## src/sv/prec_pkg.sv

```systemverilog
// shared constants, types and the rule table of the pressure rule engine
`default_nettype none
package prec_pkg;

	// rule passes before the state vector is given up as not converging
	localparam int MAX_PASSES = 16;
	localparam int PASS_W = (MAX_PASSES > 2) ? $clog2(MAX_PASSES) : 1;
	localparam int RULE_COUNT = 13;

	// field widths
	localparam int IN_W = 24;
	localparam int ST_W = 18;
	localparam int PD_W = 25;
	localparam int MAG_W = 24;
	localparam int SD_W = 19;
	localparam int SV_W = 16;
	localparam int COND_W = 10;
	localparam int ACT_W = 6;
	localparam int ACT_LSB = 10;
	localparam int SSP_W = 18;
	localparam int PSP_W = 24;
	localparam int TOL_W = 16;
	localparam int MAXF_W = 17;
	localparam int GAIN_W = 16;
	localparam int RELOAD_W = 20;
	localparam int CMP_W = 19;
	localparam int S_TDATA_W = 80;
	localparam int M_TDATA_W = 64;

	// configuration port
	localparam int CFG_IDX_W = 3;
	localparam int CFG_DATA_W = 24;
	localparam logic [CFG_IDX_W-1:0] CFG_STATIC_SP = 3'd0;
	localparam logic [CFG_IDX_W-1:0] CFG_PITOT_SP = 3'd1;
	localparam logic [CFG_IDX_W-1:0] CFG_TOL = 3'd2;
	localparam logic [CFG_IDX_W-1:0] CFG_FMAX = 3'd3;
	localparam logic [CFG_IDX_W-1:0] CFG_GAIN = 3'd4;

	// divide by 100 as multiply by reciprocal, exact for 24 bit inputs
	localparam int DIV100_MUL_W = 26;
	localparam logic [DIV100_MUL_W-1:0] DIV100_MUL = 26'd42949673;
	localparam int DIV100_SH = 32;
	localparam int DIV100_PROD_W = IN_W + DIV100_MUL_W;

	// divide by 20 as multiply by reciprocal, exact for 17 bit inputs
	localparam int DIV20_MUL_W = 18;
	localparam logic [DIV20_MUL_W-1:0] DIV20_MUL = 18'd209716;
	localparam int DIV20_SH = 22;
	localparam int DIV20_PROD_W = MAXF_W + DIV20_MUL_W;
	localparam int MIN_F_W = DIV20_PROD_W - DIV20_SH;

	// near atmosphere threshold is ambient / 16
	localparam int ATM_SH = 4;

	// stepper frequency products
	localparam int GAIN_SH = 8;
	localparam int PROD1_W = MAXF_W + GAIN_W;
	localparam int PROD2_W = PROD1_W + MAG_W;
	localparam int FREQ_W = PROD2_W - GAIN_SH;
	localparam logic [RELOAD_W-1:0] RELOAD_NUM = 20'd1000000;
	localparam int DIV_CNT_W = $clog2(RELOAD_W);

	// queue between front and back
	localparam int QDEPTH = 2;
	localparam int QPTR_W = (QDEPTH > 2) ? $clog2(QDEPTH) : 1;
	localparam int QCNT_W = $clog2(QDEPTH + 1);

	// state vector bit positions
	localparam int B_OK = 0;
	localparam int B_EXV = 10;
	localparam int B_DFV = 11;
	localparam int B_VAC = 12;
	localparam int B_STP = 13;
	localparam int B_DIR = 14;
	localparam int B_PRP = 15;

	localparam logic [SV_W-1:0] M_NONE = 16'h0000;
	localparam logic [SV_W-1:0] M_OK = 16'h0001;
	localparam logic [SV_W-1:0] M_SLO = 16'h0002;
	localparam logic [SV_W-1:0] M_SLT = 16'h0004;
	localparam logic [SV_W-1:0] M_SHT = 16'h0008;
	localparam logic [SV_W-1:0] M_SHI = 16'h0010;
	localparam logic [SV_W-1:0] M_PLO = 16'h0020;
	localparam logic [SV_W-1:0] M_PLT = 16'h0040;
	localparam logic [SV_W-1:0] M_PHT = 16'h0080;
	localparam logic [SV_W-1:0] M_PHI = 16'h0100;
	localparam logic [SV_W-1:0] M_ATM = 16'h0200;
	localparam logic [SV_W-1:0] M_EXV = 16'h0400;
	localparam logic [SV_W-1:0] M_DFV = 16'h0800;
	localparam logic [SV_W-1:0] M_VAC = 16'h1000;
	localparam logic [SV_W-1:0] M_STP = 16'h2000;
	localparam logic [SV_W-1:0] M_DIR = 16'h4000;
	localparam logic [SV_W-1:0] M_PRP = 16'h8000;

	typedef struct packed {
		logic [SV_W-1:0] need_clr;
		logic [SV_W-1:0] need_set;
		logic [SV_W-1:0] do_clr;
		logic [SV_W-1:0] do_set;
	} rule_t;

	localparam rule_t RULES [RULE_COUNT] = '{
		'{M_OK, M_NONE, M_VAC | M_STP | M_PRP, M_NONE},
		'{M_NONE, M_OK | M_SLO, M_VAC, M_EXV | M_DFV},
		'{M_NONE, M_OK | M_SLT, M_VAC, M_NONE},
		'{M_NONE, M_OK | M_SHT, M_EXV, M_NONE},
		'{M_NONE, M_OK | M_SHI, M_EXV, M_VAC | M_DFV},
		'{M_NONE, M_OK | M_PLO, M_NONE, M_DIR | M_STP | M_DFV},
		'{M_DIR, M_OK | M_PLT, M_STP, M_NONE},
		'{M_NONE, M_OK | M_PHT | M_DIR, M_STP, M_NONE},
		'{M_NONE, M_OK | M_PHI, M_DIR, M_STP | M_DFV},
		'{M_NONE, M_OK | M_ATM | M_DFV, M_NONE, M_PRP},
		'{M_ATM, M_NONE, M_PRP, M_NONE},
		'{M_DFV, M_NONE, M_PRP, M_NONE},
		'{M_STP | M_VAC | M_EXV, M_NONE, M_DFV, M_NONE}
	};

	typedef struct packed {
		logic [SSP_W-1:0] static_sp;
		logic [PSP_W-1:0] pitot_sp;
		logic [TOL_W-1:0] tol;
		logic [MAXF_W-1:0] fmax;
		logic [GAIN_W-1:0] gain;
	} cfg_t;

	// classified item: condition bits 0..9 of the state vector and |pitot delta|
	typedef struct packed {
		logic [COND_W-1:0] cond;
		logic [MAG_W-1:0] mag;
	} q_entry_t;

	// one pass over the rule table, rules applied in order
	function automatic logic [SV_W-1:0] rule_pass(input logic [SV_W-1:0] v_in);
		logic [SV_W-1:0] v;
		v = v_in;
		for (int i = 0; i < RULE_COUNT; i++) begin
			if (((v & RULES[i].need_set) == RULES[i].need_set) &&
					((v & RULES[i].need_clr) == M_NONE)) begin
				v = (v & ~RULES[i].do_clr) | RULES[i].do_set;
			end
		end
		return v;
	endfunction

endpackage
`default_nettype wire

```

## src/sv/prec_front.sv

```systemverilog
// front end: takes requests, scales the readings and classifies them into condition bits
`default_nettype none
module prec_front (
	input  wire logic                            clk,
	input  wire logic                            arst_n,
	input  wire prec_pkg::cfg_t                  cfg,
	input  wire logic                            s_axis_tvalid,
	output logic                                 s_axis_tready,
	// static raw, ambient raw, pitot, sensors ok, zero fill
	input  wire logic [prec_pkg::S_TDATA_W-1:0]  s_axis_tdata,
	output logic                                 push_valid,
	input  wire logic                            push_ready,
	output prec_pkg::q_entry_t                   push_data
);

	localparam int BAND_W = 26;
	localparam int IN_W = prec_pkg::IN_W;
	localparam int ST_W = prec_pkg::ST_W;
	localparam int PD_W = prec_pkg::PD_W;
	localparam int SD_W = prec_pkg::SD_W;
	localparam int TOL_W = prec_pkg::TOL_W;
	localparam int PROD_W = prec_pkg::DIV100_PROD_W;
	localparam int SH = prec_pkg::DIV100_SH;

	logic valid_s1, valid_s2;
	logic adv_s1, adv_s2;

	logic [IN_W-1:0] st_raw_s1, atm_raw_s1, pit_s1;
	logic ok_s1;

	logic [ST_W-1:0] st_s2, atm_s2;
	logic signed [PD_W-1:0] pd_s2;
	logic ok_s2;

	logic [PROD_W-1:0] st_prod, atm_prod;
	logic signed [PD_W-1:0] pd_s1;

	logic signed [SD_W-1:0] sd, atm_diff, atm_thr;
	logic signed [PD_W-1:0] pd_neg;
	logic [3:0] sband, pband;
	logic near_atm;

	// lt, lt-in-tol, gt-in-tol, gt in bits 0..3, all strict
	function automatic logic [3:0] band_bits(input logic signed [BAND_W-1:0] d,
			input logic [TOL_W-1:0] tol);
		logic signed [BAND_W-1:0] ptol, ntol;
		logic [3:0] r;
		ptol = {{(BAND_W-TOL_W){1'b0}}, tol};
		ntol = -ptol;
		r[0] = d < ntol;
		r[1] = (d < 0) && (d > ntol);
		r[2] = (d > 0) && (d < ptol);
		r[3] = d > ptol;
		return r;
	endfunction

	assign adv_s2 = !valid_s2 || push_ready;
	assign adv_s1 = !valid_s1 || adv_s2;
	assign s_axis_tready = adv_s1;

	always_ff @(posedge clk or negedge arst_n) begin
		if (!arst_n) begin
			valid_s1 <= 1'b0;
			valid_s2 <= 1'b0;
		end else begin
			if (adv_s1) begin
				valid_s1 <= s_axis_tvalid;
			end
			if (adv_s2) begin
				valid_s2 <= valid_s1;
			end
		end
	end

	always_ff @(posedge clk) begin
		if (adv_s1) begin
			st_raw_s1 <= s_axis_tdata[IN_W-1:0];
			atm_raw_s1 <= s_axis_tdata[2*IN_W-1:IN_W];
			pit_s1 <= s_axis_tdata[3*IN_W-1:2*IN_W];
			ok_s1 <= s_axis_tdata[3*IN_W];
		end
	end

	// divide by 100 through the reciprocal, pitot delta
	always_comb begin
		st_prod = PROD_W'(st_raw_s1) * PROD_W'(prec_pkg::DIV100_MUL);
		atm_prod = PROD_W'(atm_raw_s1) * PROD_W'(prec_pkg::DIV100_MUL);
		pd_s1 = $signed({pit_s1[IN_W-1], pit_s1}) -
			$signed({cfg.pitot_sp[prec_pkg::PSP_W-1], cfg.pitot_sp});
	end

	always_ff @(posedge clk) begin
		if (adv_s2) begin
			st_s2 <= st_prod[SH+ST_W-1:SH];
			atm_s2 <= atm_prod[SH+ST_W-1:SH];
			pd_s2 <= pd_s1;
			ok_s2 <= ok_s1;
		end
	end

	always_comb begin
		sd = $signed({1'b0, st_s2}) - $signed({1'b0, cfg.static_sp});
		sband = band_bits({{(BAND_W-SD_W){sd[SD_W-1]}}, sd}, cfg.tol);
		pband = band_bits({{(BAND_W-PD_W){pd_s2[PD_W-1]}}, pd_s2}, cfg.tol);
		atm_diff = $signed({1'b0, atm_s2}) - $signed({1'b0, st_s2});
		atm_thr = $signed({{(prec_pkg::ATM_SH+1){1'b0}}, atm_s2[ST_W-1:prec_pkg::ATM_SH]});
		near_atm = atm_diff < atm_thr;
		pd_neg = -pd_s2;
		push_data.cond = {near_atm, pband, sband, ok_s2};
		push_data.mag = pd_s2[PD_W-1] ? pd_neg[prec_pkg::MAG_W-1:0] :
			pd_s2[prec_pkg::MAG_W-1:0];
	end

	assign push_valid = valid_s2;

endmodule
`default_nettype wire

```

## src/sv/prec_queue.sv

```systemverilog
// short queue of classified requests between front and back
`default_nettype none
module prec_queue (
	input  wire logic                clk,
	input  wire logic                arst_n,
	input  wire logic                push_valid,
	output logic                     push_ready,
	input  wire prec_pkg::q_entry_t  push_data,
	output logic                     pop_valid,
	input  wire logic                pop_ready,
	output prec_pkg::q_entry_t       pop_data
);

	localparam int QDEPTH = prec_pkg::QDEPTH;
	localparam int QPTR_W = prec_pkg::QPTR_W;
	localparam int QCNT_W = prec_pkg::QCNT_W;

	prec_pkg::q_entry_t entry_q [QDEPTH];
	logic [QPTR_W-1:0] wr_ptr_q, rd_ptr_q;
	logic [QCNT_W-1:0] count_q;
	logic do_push, do_pop;

	function automatic logic [QPTR_W-1:0] ptr_next(input logic [QPTR_W-1:0] p);
		return (p == QPTR_W'(QDEPTH - 1)) ? '0 : p + 1'b1;
	endfunction

	assign push_ready = count_q != QCNT_W'(QDEPTH);
	assign pop_valid = count_q != '0;
	assign do_push = push_valid && push_ready;
	assign do_pop = pop_valid && pop_ready;
	assign pop_data = entry_q[rd_ptr_q];

	always_ff @(posedge clk or negedge arst_n) begin
		if (!arst_n) begin
			wr_ptr_q <= '0;
			rd_ptr_q <= '0;
			count_q <= '0;
		end else begin
			if (do_push) begin
				wr_ptr_q <= ptr_next(wr_ptr_q);
			end
			if (do_pop) begin
				rd_ptr_q <= ptr_next(rd_ptr_q);
			end
			if (do_push && !do_pop) begin
				count_q <= count_q + 1'b1;
			end else if (do_pop && !do_push) begin
				count_q <= count_q - 1'b1;
			end
		end
	end

	always_ff @(posedge clk) begin
		if (do_push) begin
			entry_q[wr_ptr_q] <= push_data;
		end
	end

endmodule
`default_nettype wire

```

## src/sv/prec_back.sv

```systemverilog
// back end: rule passes to a fixed point or the pass limit, stepper frequency and serial reload divider
`default_nettype none
module prec_back (
	input  wire logic                            clk,
	input  wire logic                            arst_n,
	input  wire prec_pkg::cfg_t                  cfg,
	input  wire logic                            pop_valid,
	output logic                                 pop_ready,
	input  wire prec_pkg::q_entry_t              pop_data,
	output logic                                 m_axis_tvalid,
	input  wire logic                            m_axis_tready,
	// state vector, exhaust, diff valve, vacuum pump, pressure pump, stepper on,
	// stepper dir, reload, compare, not converged, zero fill
	output logic [prec_pkg::M_TDATA_W-1:0]       m_axis_tdata
);

	localparam int SV_W = prec_pkg::SV_W;
	localparam int PASS_W = prec_pkg::PASS_W;
	localparam int MAXF_W = prec_pkg::MAXF_W;
	localparam int PROD1_W = prec_pkg::PROD1_W;
	localparam int PROD2_W = prec_pkg::PROD2_W;
	localparam int FREQ_W = prec_pkg::FREQ_W;
	localparam int MIN_F_W = prec_pkg::MIN_F_W;
	localparam int D20_W = prec_pkg::DIV20_PROD_W;
	localparam int RELOAD_W = prec_pkg::RELOAD_W;
	localparam int CNT_W = prec_pkg::DIV_CNT_W;

	localparam logic [2:0] ST_IDLE = 3'd0;
	localparam logic [2:0] ST_PASS = 3'd1;
	localparam logic [2:0] ST_MUL1 = 3'd2;
	localparam logic [2:0] ST_MUL2 = 3'd3;
	localparam logic [2:0] ST_CLAMP = 3'd4;
	localparam logic [2:0] ST_DIV = 3'd5;
	localparam logic [2:0] ST_DONE = 3'd6;

	logic [2:0] state_q;
	logic [prec_pkg::ACT_W-1:0] act_q;
	logic [SV_W-1:0] v_q;
	logic [prec_pkg::MAG_W-1:0] mag_q;
	logic [PASS_W-1:0] pass_q;
	logic nconv_q;
	logic [PROD1_W-1:0] prod1_q;
	logic [MIN_F_W-1:0] min_f_q;
	logic [FREQ_W-1:0] freq_raw_q;
	logic [MAXF_W-1:0] div_d_q, rem_q;
	logic [RELOAD_W-1:0] quo_q;
	logic [CNT_W-1:0] bit_q;
	logic out_valid_q;
	logic [prec_pkg::M_TDATA_W-1:0] out_data_q;

	logic [SV_W-1:0] nv;
	logic changed;
	logic [D20_W-1:0] d20_prod;
	logic [PROD2_W-1:0] prod2;
	logic [FREQ_W-1:0] f_lo;
	logic [MAXF_W-1:0] f_cl;
	logic [MAXF_W:0] div_t, div_diff;
	logic div_ge;
	logic out_load;

	assign pop_ready = state_q == ST_IDLE;
	assign out_load = (state_q == ST_DONE) && (!out_valid_q || m_axis_tready);
	assign m_axis_tvalid = out_valid_q;
	assign m_axis_tdata = out_data_q;

	always_comb begin
		nv = prec_pkg::rule_pass(v_q);
		changed = nv != v_q;
		d20_prod = D20_W'(cfg.fmax) * D20_W'(prec_pkg::DIV20_MUL);
		prod2 = PROD2_W'(prod1_q) * PROD2_W'(mag_q);
		f_lo = (freq_raw_q < FREQ_W'(min_f_q)) ? FREQ_W'(min_f_q) : freq_raw_q;
		f_cl = (f_lo > FREQ_W'(cfg.fmax)) ? cfg.fmax : f_lo[MAXF_W-1:0];
		div_t = {rem_q, quo_q[RELOAD_W-1]};
		div_ge = div_t >= {1'b0, div_d_q};
		div_diff = div_t - {1'b0, div_d_q};
	end

	always_ff @(posedge clk or negedge arst_n) begin
		if (!arst_n) begin
			state_q <= ST_IDLE;
			act_q <= '0;
			out_valid_q <= 1'b0;
		end else begin
			if (out_load) begin
				out_valid_q <= 1'b1;
			end else if (m_axis_tready) begin
				out_valid_q <= 1'b0;
			end
			case (state_q)
				ST_IDLE: begin
					if (pop_valid) begin
						state_q <= ST_PASS;
					end
				end
				ST_PASS: begin
					if (!changed || pass_q == PASS_W'(prec_pkg::MAX_PASSES - 1)) begin
						act_q <= nv[prec_pkg::ACT_LSB +: prec_pkg::ACT_W];
						state_q <= ST_MUL1;
					end
				end
				ST_MUL1: state_q <= ST_MUL2;
				ST_MUL2: state_q <= ST_CLAMP;
				ST_CLAMP: begin
					if (!v_q[prec_pkg::B_STP] || f_cl == '0) begin
						state_q <= ST_DONE;
					end else begin
						state_q <= ST_DIV;
					end
				end
				ST_DIV: begin
					if (bit_q == CNT_W'(RELOAD_W - 1)) begin
						state_q <= ST_DONE;
					end
				end
				ST_DONE: begin
					if (out_load) begin
						state_q <= ST_IDLE;
					end
				end
				default: state_q <= ST_IDLE;
			endcase
		end
	end

	always_ff @(posedge clk) begin
		case (state_q)
			ST_IDLE: begin
				v_q <= {act_q, pop_data.cond};
				mag_q <= pop_data.mag;
				pass_q <= '0;
			end
			ST_PASS: begin
				v_q <= nv;
				nconv_q <= changed;
				pass_q <= pass_q + 1'b1;
			end
			ST_MUL1: begin
				prod1_q <= PROD1_W'(cfg.fmax) * PROD1_W'(cfg.gain);
				min_f_q <= d20_prod[D20_W-1:prec_pkg::DIV20_SH];
			end
			ST_MUL2: begin
				freq_raw_q <= prod2[PROD2_W-1:prec_pkg::GAIN_SH];
			end
			ST_CLAMP: begin
				div_d_q <= f_cl;
				rem_q <= '0;
				bit_q <= '0;
				quo_q <= (!v_q[prec_pkg::B_STP] || f_cl == '0) ? '0 : prec_pkg::RELOAD_NUM;
			end
			ST_DIV: begin
				// restoring division, one quotient bit per cycle
				rem_q <= div_ge ? div_diff[MAXF_W-1:0] : div_t[MAXF_W-1:0];
				quo_q <= {quo_q[RELOAD_W-2:0], div_ge};
				bit_q <= bit_q + 1'b1;
			end
			default: begin
			end
		endcase
		if (out_load) begin
			out_data_q <= {2'b00, nconv_q, quo_q[RELOAD_W-1:1], quo_q,
				v_q[prec_pkg::B_DIR], v_q[prec_pkg::B_STP], v_q[prec_pkg::B_PRP],
				v_q[prec_pkg::B_VAC], v_q[prec_pkg::B_DFV], v_q[prec_pkg::B_EXV], v_q};
		end
	end

endmodule
`default_nettype wire

```

## src/sv/pressure_rule_engine_control.sv

```systemverilog
// pressure rule engine: configuration registers, front end, queue and back end
// path from an accepted request to a valid result: the front stages, the queue,
// the rule passes until the state vector settles or the pass limit, the products and
// clamping, the bit-serial reload divider if the stepper runs, and the output register
// the back end takes a new request only when idle, after the output register is loaded;
// the front stages and the queue keep accepting requests until they fill
// reset: control state and actuator bits cleared, queue empty, ready right after reset
`default_nettype none
module pressure_rule_engine_control (
	input  wire logic                              clk,
	input  wire logic                              arst_n,
	input  wire logic                              cfg_wr_en,
	input  wire logic [prec_pkg::CFG_IDX_W-1:0]    cfg_index,
	input  wire logic [prec_pkg::CFG_DATA_W-1:0]   cfg_data,
	input  wire logic                              s_axis_tvalid,
	output logic                                   s_axis_tready,
	// static_pressure_raw, ambient_pressure_raw, pitot differential, sensors_ok, zero fill
	input  wire logic [prec_pkg::S_TDATA_W-1:0]    s_axis_tdata,
	output logic                                   m_axis_tvalid,
	input  wire logic                              m_axis_tready,
	// state_vector, exhaust_valve_on, diff_valve_on, vacuum_pump_on, pressure_pump_on,
	// stepper_on, stepper_dir_positive, stepper_reload, stepper_compare,
	// not_converged, zero fill
	output logic [prec_pkg::M_TDATA_W-1:0]         m_axis_tdata
);

	prec_pkg::cfg_t cfg_q;
	logic push_valid, push_ready, pop_valid, pop_ready;
	prec_pkg::q_entry_t push_data, pop_data;

	always_ff @(posedge clk or negedge arst_n) begin
		if (!arst_n) begin
			cfg_q <= '0;
		end else if (cfg_wr_en) begin
			case (cfg_index)
				prec_pkg::CFG_STATIC_SP: cfg_q.static_sp <= cfg_data[prec_pkg::SSP_W-1:0];
				prec_pkg::CFG_PITOT_SP: cfg_q.pitot_sp <= cfg_data[prec_pkg::PSP_W-1:0];
				prec_pkg::CFG_TOL: cfg_q.tol <= cfg_data[prec_pkg::TOL_W-1:0];
				prec_pkg::CFG_FMAX: cfg_q.fmax <= cfg_data[prec_pkg::MAXF_W-1:0];
				prec_pkg::CFG_GAIN: cfg_q.gain <= cfg_data[prec_pkg::GAIN_W-1:0];
				default: begin
				end
			endcase
		end
	end

	prec_front u_front (
		.clk           (clk),
		.arst_n        (arst_n),
		.cfg           (cfg_q),
		.s_axis_tvalid (s_axis_tvalid),
		.s_axis_tready (s_axis_tready),
		.s_axis_tdata  (s_axis_tdata),
		.push_valid    (push_valid),
		.push_ready    (push_ready),
		.push_data     (push_data)
	);

	prec_queue u_queue (
		.clk        (clk),
		.arst_n     (arst_n),
		.push_valid (push_valid),
		.push_ready (push_ready),
		.push_data  (push_data),
		.pop_valid  (pop_valid),
		.pop_ready  (pop_ready),
		.pop_data   (pop_data)
	);

	prec_back u_back (
		.clk           (clk),
		.arst_n        (arst_n),
		.cfg           (cfg_q),
		.pop_valid     (pop_valid),
		.pop_ready     (pop_ready),
		.pop_data      (pop_data),
		.m_axis_tvalid (m_axis_tvalid),
		.m_axis_tready (m_axis_tready),
		.m_axis_tdata  (m_axis_tdata)
	);

endmodule
`default_nettype wire
```

## config.mk

```make
export PLATFORM = sky130hd
export DESIGN_NAME = pressure_rule_engine_control
export DESIGN_NICKNAME = d
export VERILOG_FILES = /design/src/sv/prec_pkg.sv /design/src/sv/prec_front.sv /design/src/sv/prec_queue.sv /design/src/sv/prec_back.sv /design/src/sv/pressure_rule_engine_control.sv
export SDC_FILE = /design/constraint.sdc
export NUM_CORES = 2
export LEC_CHECK = 0
export ABC_AREA = 1
export BUFFER_PORTS_ARGS = -buffer_cell sky130_fd_sc_hd__buf_4
export CAP_MARGIN = 20
export CORE_UTILIZATION = 40
export DETAILED_ROUTE_END_ITERATION = 8
export SYNTH_ARGS = -nofsm -noshare
export SYNTH_HDL_FRONTEND = slang
export SYNTH_HIERARCHICAL = 1
export SYNTH_SLANG_ARGS = --single-unit
```

## constraint.sdc

```tcl
create_clock -name clk -period 21 [get_ports clk]
set_clock_uncertainty 0.05 [all_clocks]
set_input_delay 2.1 -clock clk [delete_from_list [all_inputs] [get_ports clk]]
set_output_delay 2.1 -clock clk [all_outputs]
set_load 0.02 [all_outputs]
```

# Word level (Yosys, flattened, before mapping)

Memories as Yosys holds them, arrays and structs flattened.
Cells that the tools add are included.

Flip-flop bits (word level): 503
Bits in writable memories: 68
Output and inout port bits: 66
Word-level logic and storage cells: 173
Memories kept: 1

$add $sub $neg: 12
$mul: 5
Order comparisons: 16
Equality and inequality tests: 27
Muxes and demuxes: 37
Reduce and logical (&&, ||, !) cells: 42

Memory list:

| memory          | words | bits a word | read ports | clocked after Yosys merged registers in | write ports | line             | text |
|---|---|---|---|---|---|---|---|
| u_queue.entry_q | 2     | 34          | 1          | 0                                       | 1           | prec_queue.sv:18 | `prec_pkg::q_entry_t entry_q [QDEPTH];` |

Operators by type and width:

| cell                   | count |
|---|---|
| $mul 24x26->50 const B | 2 |
| $logic_not 16->1       | 5 |
| $mux 16                | 4 |
| $mul 33x24->57         | 1 |
| $gt 49x17->1           | 1 |
| $lt 49x13->1           | 1 |
| $mux 49                | 1 |
| $pmux 20 s2            | 1 |
| $mux 13                | 3 |
| $sub 18x18->19         | 2 |
| $mux 17                | 2 |
| $pmux 17 s2            | 1 |
| $mul 17x16->33         | 1 |
| $mul 17x16->33 const B | 1 |
| $pmux 16 s2            | 1 |
| $mux 15                | 2 |
| $mux 14                | 2 |
| $gt 19x26->1           | 1 |
| $gt 25x26->1           | 1 |
| $lt 19x26->1           | 1 |
| $lt 25x26->1           | 1 |
| $neg 16->26            | 1 |
| $gt 25x1->1 const B    | 1 |
| $gt 25x17->1           | 1 |
| 43 further kinds       | 101 |

# Longest topological paths before layout

Depth after elaboration: 32
Depth in mapped cells: 35

# By module

Netlist, hierarchy kept.

By module, submodules not included:

| module                       | instances | cells each | area an instance (µm²) | seq. area each (µm²) |
|---|---|---|---|---|
| prec_back                    | 1         | 5929       | 50512.2                | 7337.0 |
| prec_front                   | 1         | 3817       | 32094.5                | 4103.9 |
| pressure_rule_engine_control | 1         | 403        | 3698.5                 | 2277.2 |
| prec_queue                   | 1         | 206        | 2758.9                 | 2142.1 |

# Worst setup path after synthesis

Ideal clock, no wire load.

Kind: reg-to-reg
Start point: register u_back/mag_q[14] in the netlist's numbering
End point: register u_back.freq_raw_q[45], data pin
Setup time: 0.260 ns
Arrival time: 6.292 ns
Required time: 20.690 ns
Path slack: 14.398 ns
Stages on the path, launching flop included: 27
Path buffers: 2
Clock period less this slack: 6.602 ns
Cells stage by stage: edfxtp_1 > clkbuf_1 > clkbuf_1 > nand2_1 > fa_1 > inv_1 > fa_1 > inv_1 > fa_1 > fa_1 > inv_1 > fa_1 > inv_1 > fa_1 > inv_1 > fa_1 > ha_1 > nand2_1 > nor2_1 > nand2_1 > nor3_1 > nand2_1 > o211ai_1 > a21boi_0 > o21ai_0 > a21oi_1 > xnor2_1

Longest elaborated chain between the ends: 1

Ends and longest elaborated chain:

| element                | line             | text |
|---|---|---|
| from (decl)            | prec_back.sv:39  | `logic [prec_pkg::MAG_W-1:0] mag_q;` |
| from (signal assigned) | prec_back.sv:129 | `mag_q <= pop_data.mag;` |
| $mul 33x24->57         | prec_back.sv:70  | `prod2 = PROD2_W'(prod1_q) * PROD2_W'(mag_q);` |
| net u_back.prod2[53]   | prec_back.sv:54  | `logic [PROD2_W-1:0] prod2;` |
| to (signal assigned)   | prec_back.sv:142 | `freq_raw_q <= prod2[PROD2_W-1:prec_pkg::GAIN_SH];` |
| to (decl)              | prec_back.sv:44  | `logic [FREQ_W-1:0] freq_raw_q;` |

The timed path passes the listed nets, and every way through them passes these cells.
A chain may end at the register's enable or synchronous reset.

# Worst setup path after layout

Ends and elaborated chain as after synthesis.

==> results_dict.tcl <==
set metrics [dict create \
    worstSetupPathType "reg -> reg" \
    rsz0062_at_grt "false" \
    cts_tree "built" \
    grt_pass1_wl_um 392000 \
    hp-class "reg -> reg" \
    placedInstanceArea_um2 93300 \
    die_width_um 474 \
    grt_pass1_vias 71400 \
    critPathCaptureType "flip-flop" \
    dp_cells 13300 \
    ys_seq_area_frac 0.178 \
    synth_top_area_cell "fa_1" \
    gp_congestion 0.934 \
    final_hold_viol_count 0 \
    clk_path_buf_depth 3 \
    fin_crit_sh 0.359 \
    vias 66500 \
    slew_headroom 0.251 \
    synthArstFlopShare 0.196 \
    cts_root_buf "clkbuf_16" \
    grt_overflow 0 \
    fillers 21900 \
    finalNetCount 13000 \
    synth.distinct_cells 65 \
    cts_hold_buf 0 \
    rows 172 \
    cts.sinks 546 \
    wire_per_inst_um 18.3 \
    crit_fanout 33 \
    worst_slew_pin_slew_ns 1.12 \
    grt_max_degree 64 \
    yosys_most_used_dff "edfxtp_1" \
    initial_core_util 0.404 \
    ios 178 \
    final_cells 13400 \
    finalSetupViolations 0 \
    synth_area_leaders "fa_1 (31%), ha_1 (16%), edfxtp_1 (15%), inv_1 (11%), nand2_1 (9.7%)" \
    area_growth_pct 7.27 \
    fp.dieH_um 474 \
    numCtsBuffers 68 \
    drt_iter0_markers 3917 \
    syn_area_per_cell_um2 8.60 \
    routed_via_density 4.96 \
    synth-edff-count 439 \
    antenna_found_initial 6 \
    grt_use_total 0.224 \
    synth_seq_cells 546 \
    drv_cap 0 \
    timing.fmax_mhz 133 \
    cp.arrival_ns 7.91 \
    status "complete, no violations" \
    yosys.area.top_type_share 0.311 \
    syn_area_um2 89100 \
    post_cts_buffers 0 \
    drc_errors 0 \
    clk_latency_ns 0.71 \
    min_period_ns 7.53 \
    io_buffers 168 \
    synth_cells 10400 \
    ant_nets 0 \
    postCtsResizedCells 0 \
    place_ws_ns 13.53 \
    detail_route.first_pass.iterations 6 \
    ff2ff_setup_slack_ns 13.47 \
    worstPathRequired_ns 21.38 \
    dp_hpwl_um 202000 \
    stdcell_area_um2 95500 \
    fin_tns_setup_ns 0 \
    coreArea_um2 220000 \
    dieArea_um2 225000 \
    clk_pin_slew_worst_paths_ns 0.06 \
    final_layout_size_suffix_gt1_frac 0.0453 \
    worst_slack_ns 13.47 \
    startpoint_type "flip-flop" \
    drv_slew 0 \
    wl_um 245000 \
    htree_num_levels 3 \
    ys_warn_count 6 \
]
-- synth_stat cells, types with 11 or more instances --
library cell / instances
inv_1: 2636
nand2_1: 2303
fa_1: 1385
ha_1: 1129
nor2_1: 495
edfxtp_1: 439
a21oi_1: 412
nand3_1: 255
clkbuf_1: 237
o21ai_0: 223
xor2_1: 140
dfrtp_1: 107
xnor2_1: 75
nand4_1: 63
nor3_1: 53
buf_4: 39
a31oi_1: 36
a21o_1: 29
nand2_2: 27
o21bai_1: 26
nor4_1: 23
o21a_1: 21
buf_6: 15
o21ai_1: 14
o21ai_2: 14
a21boi_0: 12
nand3b_1: 12
nor2_4: 11
-- per-layer routing --
layer / GRT usage / share of wire / routed length (um)
met1: 0.288 / 0.43 / 105000
met2: 0.391 / 0.49 / 120000
met3: 0.0206 / 0.043 / 10500
met4: 0.0815 / 0.036 / 8780
met5: 0 / 0 / 0
-- through the flow --
step	hold WS, ns	util
CTS	0.401	0.433
global route	0.417	0.434
finish	0.398	0.434
global placement	0.376	0.423
floorplan	0.350	-
detailed placement	0.385	0.423
-- worst max-delay path, cell delays in order, from the launching register on --
cell	delay, ns
edfxtp_1	0.32
buf_4	0.38
nand2_1	0.15
fa_1	0.55
inv_1	0.05
fa_1	0.52
inv_1	0.05
fa_1	0.47
fa_1	0.52
inv_1	0.07
fa_1	0.57
inv_1	0.08
fa_1	0.54
inv_1	0.06
fa_1	0.48
ha_1	0.40
nand2_1	0.14
nor2_1	0.14
nand2_1	0.09
nor3_1	0.14
nand2_1	0.08
o211ai_1	0.21
a21boi_0	0.26
o21ai_0	0.55
a21oi_1	0.17
xnor2_1	0.17
-- sequential cells by signal (all words and copies together), names as in the netlist, 2 cells and up --
signal / flops
u_front/st_raw_s1: 24
u_back/quo_q: 20
u_back/div_d_q: 17
u_back/m_axis_tdata: 37
u_back/prod1_q: 33
u_front/atm_raw_s1: 24
u_back/freq_raw_q: 49
u_back/rem_q: 17
u_front/st_s2: 18
u_front/pit_s1: 24
u_back/act_q: 6
u_back/pass_q: 4
u_back/state_q: 3
cfg_q: 91
u_back/bit_q: 5
u_queue/entry_q: 68
u_back/min_f_q: 13
u_front/pd_s2: 25
u_back/v_q: 16
u_queue/count_q: 2
u_front/atm_s2: 18
u_back/mag_q: 24
-- kinds of logic after synthesis --
group / Yosys count / share of synthesized area
and+or+nand+nor: 3300 / 0.151
buffers and inverters: 2949 / 0.128
adders and majority gates: 2514 / 0.470
AOI/OAI and AO/OA: 830 / 0.0518
DFF: 546 / 0.178
xor gates and xnor gates: 215 / 0.0211
other: 1 / 0.0000421
-- layout make-up --
cell class                      instances  area [um2]  share of cell area
Inverter                             2644        9930               0.104
Clock inverter                         45         423             0.00443
Antenna cell                            6        15.0            0.000157
Timing Repair Buffer                  255        1930              0.0202
Sequential cell                       546       15900               0.166
Clock buffer                           79        1770              0.0186
Multi-Input combinational cell       6861       61900               0.648
Tap cell                             2958        3700              0.0387
-- path summary, 6_finish.rpt --
path | depth (start not counted) | startpoint | endpoint
worst max register to register | 25 | u_back/mag_q[14]$_DFFE_PP_ | u_back/freq_raw_q[45]$_DFFE_PP_
worst max-delay path | 25 | u_back/mag_q[14]$_DFFE_PP_ | u_back/freq_raw_q[45]$_DFFE_PP_
min in group asynchronous | 1 | arst_n | u_back/act_q[3]$_DFFE_PN0P_
worst min register to register | 0 | u_back/quo_q[5]$_SDFFCE_PN0N_ | u_back/m_axis_tdata[46]$_DFFE_PP_
max in group asynchronous | 3 | arst_n | cfg_q[28]$_DFFE_PN0P_
worst min-delay path | 0 | u_back/quo_q[5]$_SDFFCE_PN0N_ | u_back/m_axis_tdata[46]$_DFFE_PP_
-- cells in the final DEF, fill, tap and decap left out, types with 15 or more instances in the layout --
| cell type | count |
|---|---|
| nand2_2 | 28 |
| a31oi_1 | 36 |
| clkbuf_16 | 68 |
| nor2_4 | 15 |
| nor4_1 | 23 |
| xnor2_1 | 75 |
| inv_1 | 2636 |
| xor2_1 | 140 |
| a21oi_1 | 412 |
| o21a_1 | 21 |
| a21o_1 | 29 |
| ha_1 | 1129 |
| edfxtp_1 | 439 |
| nand4_1 | 63 |
| fa_1 | 1385 |
| nor2_1 | 489 |
| nand3_1 | 254 |
| dfrtp_1 | 107 |
| nor3_1 | 51 |
| nand2_1 | 2302 |
| o21bai_1 | 26 |
| o21ai_0 | 223 |
| buf_4 | 254 |
Power is left out: the tool's default activity adds up to more than one toggle a clock period on the data nets, which glitch-free logic cannot reach.
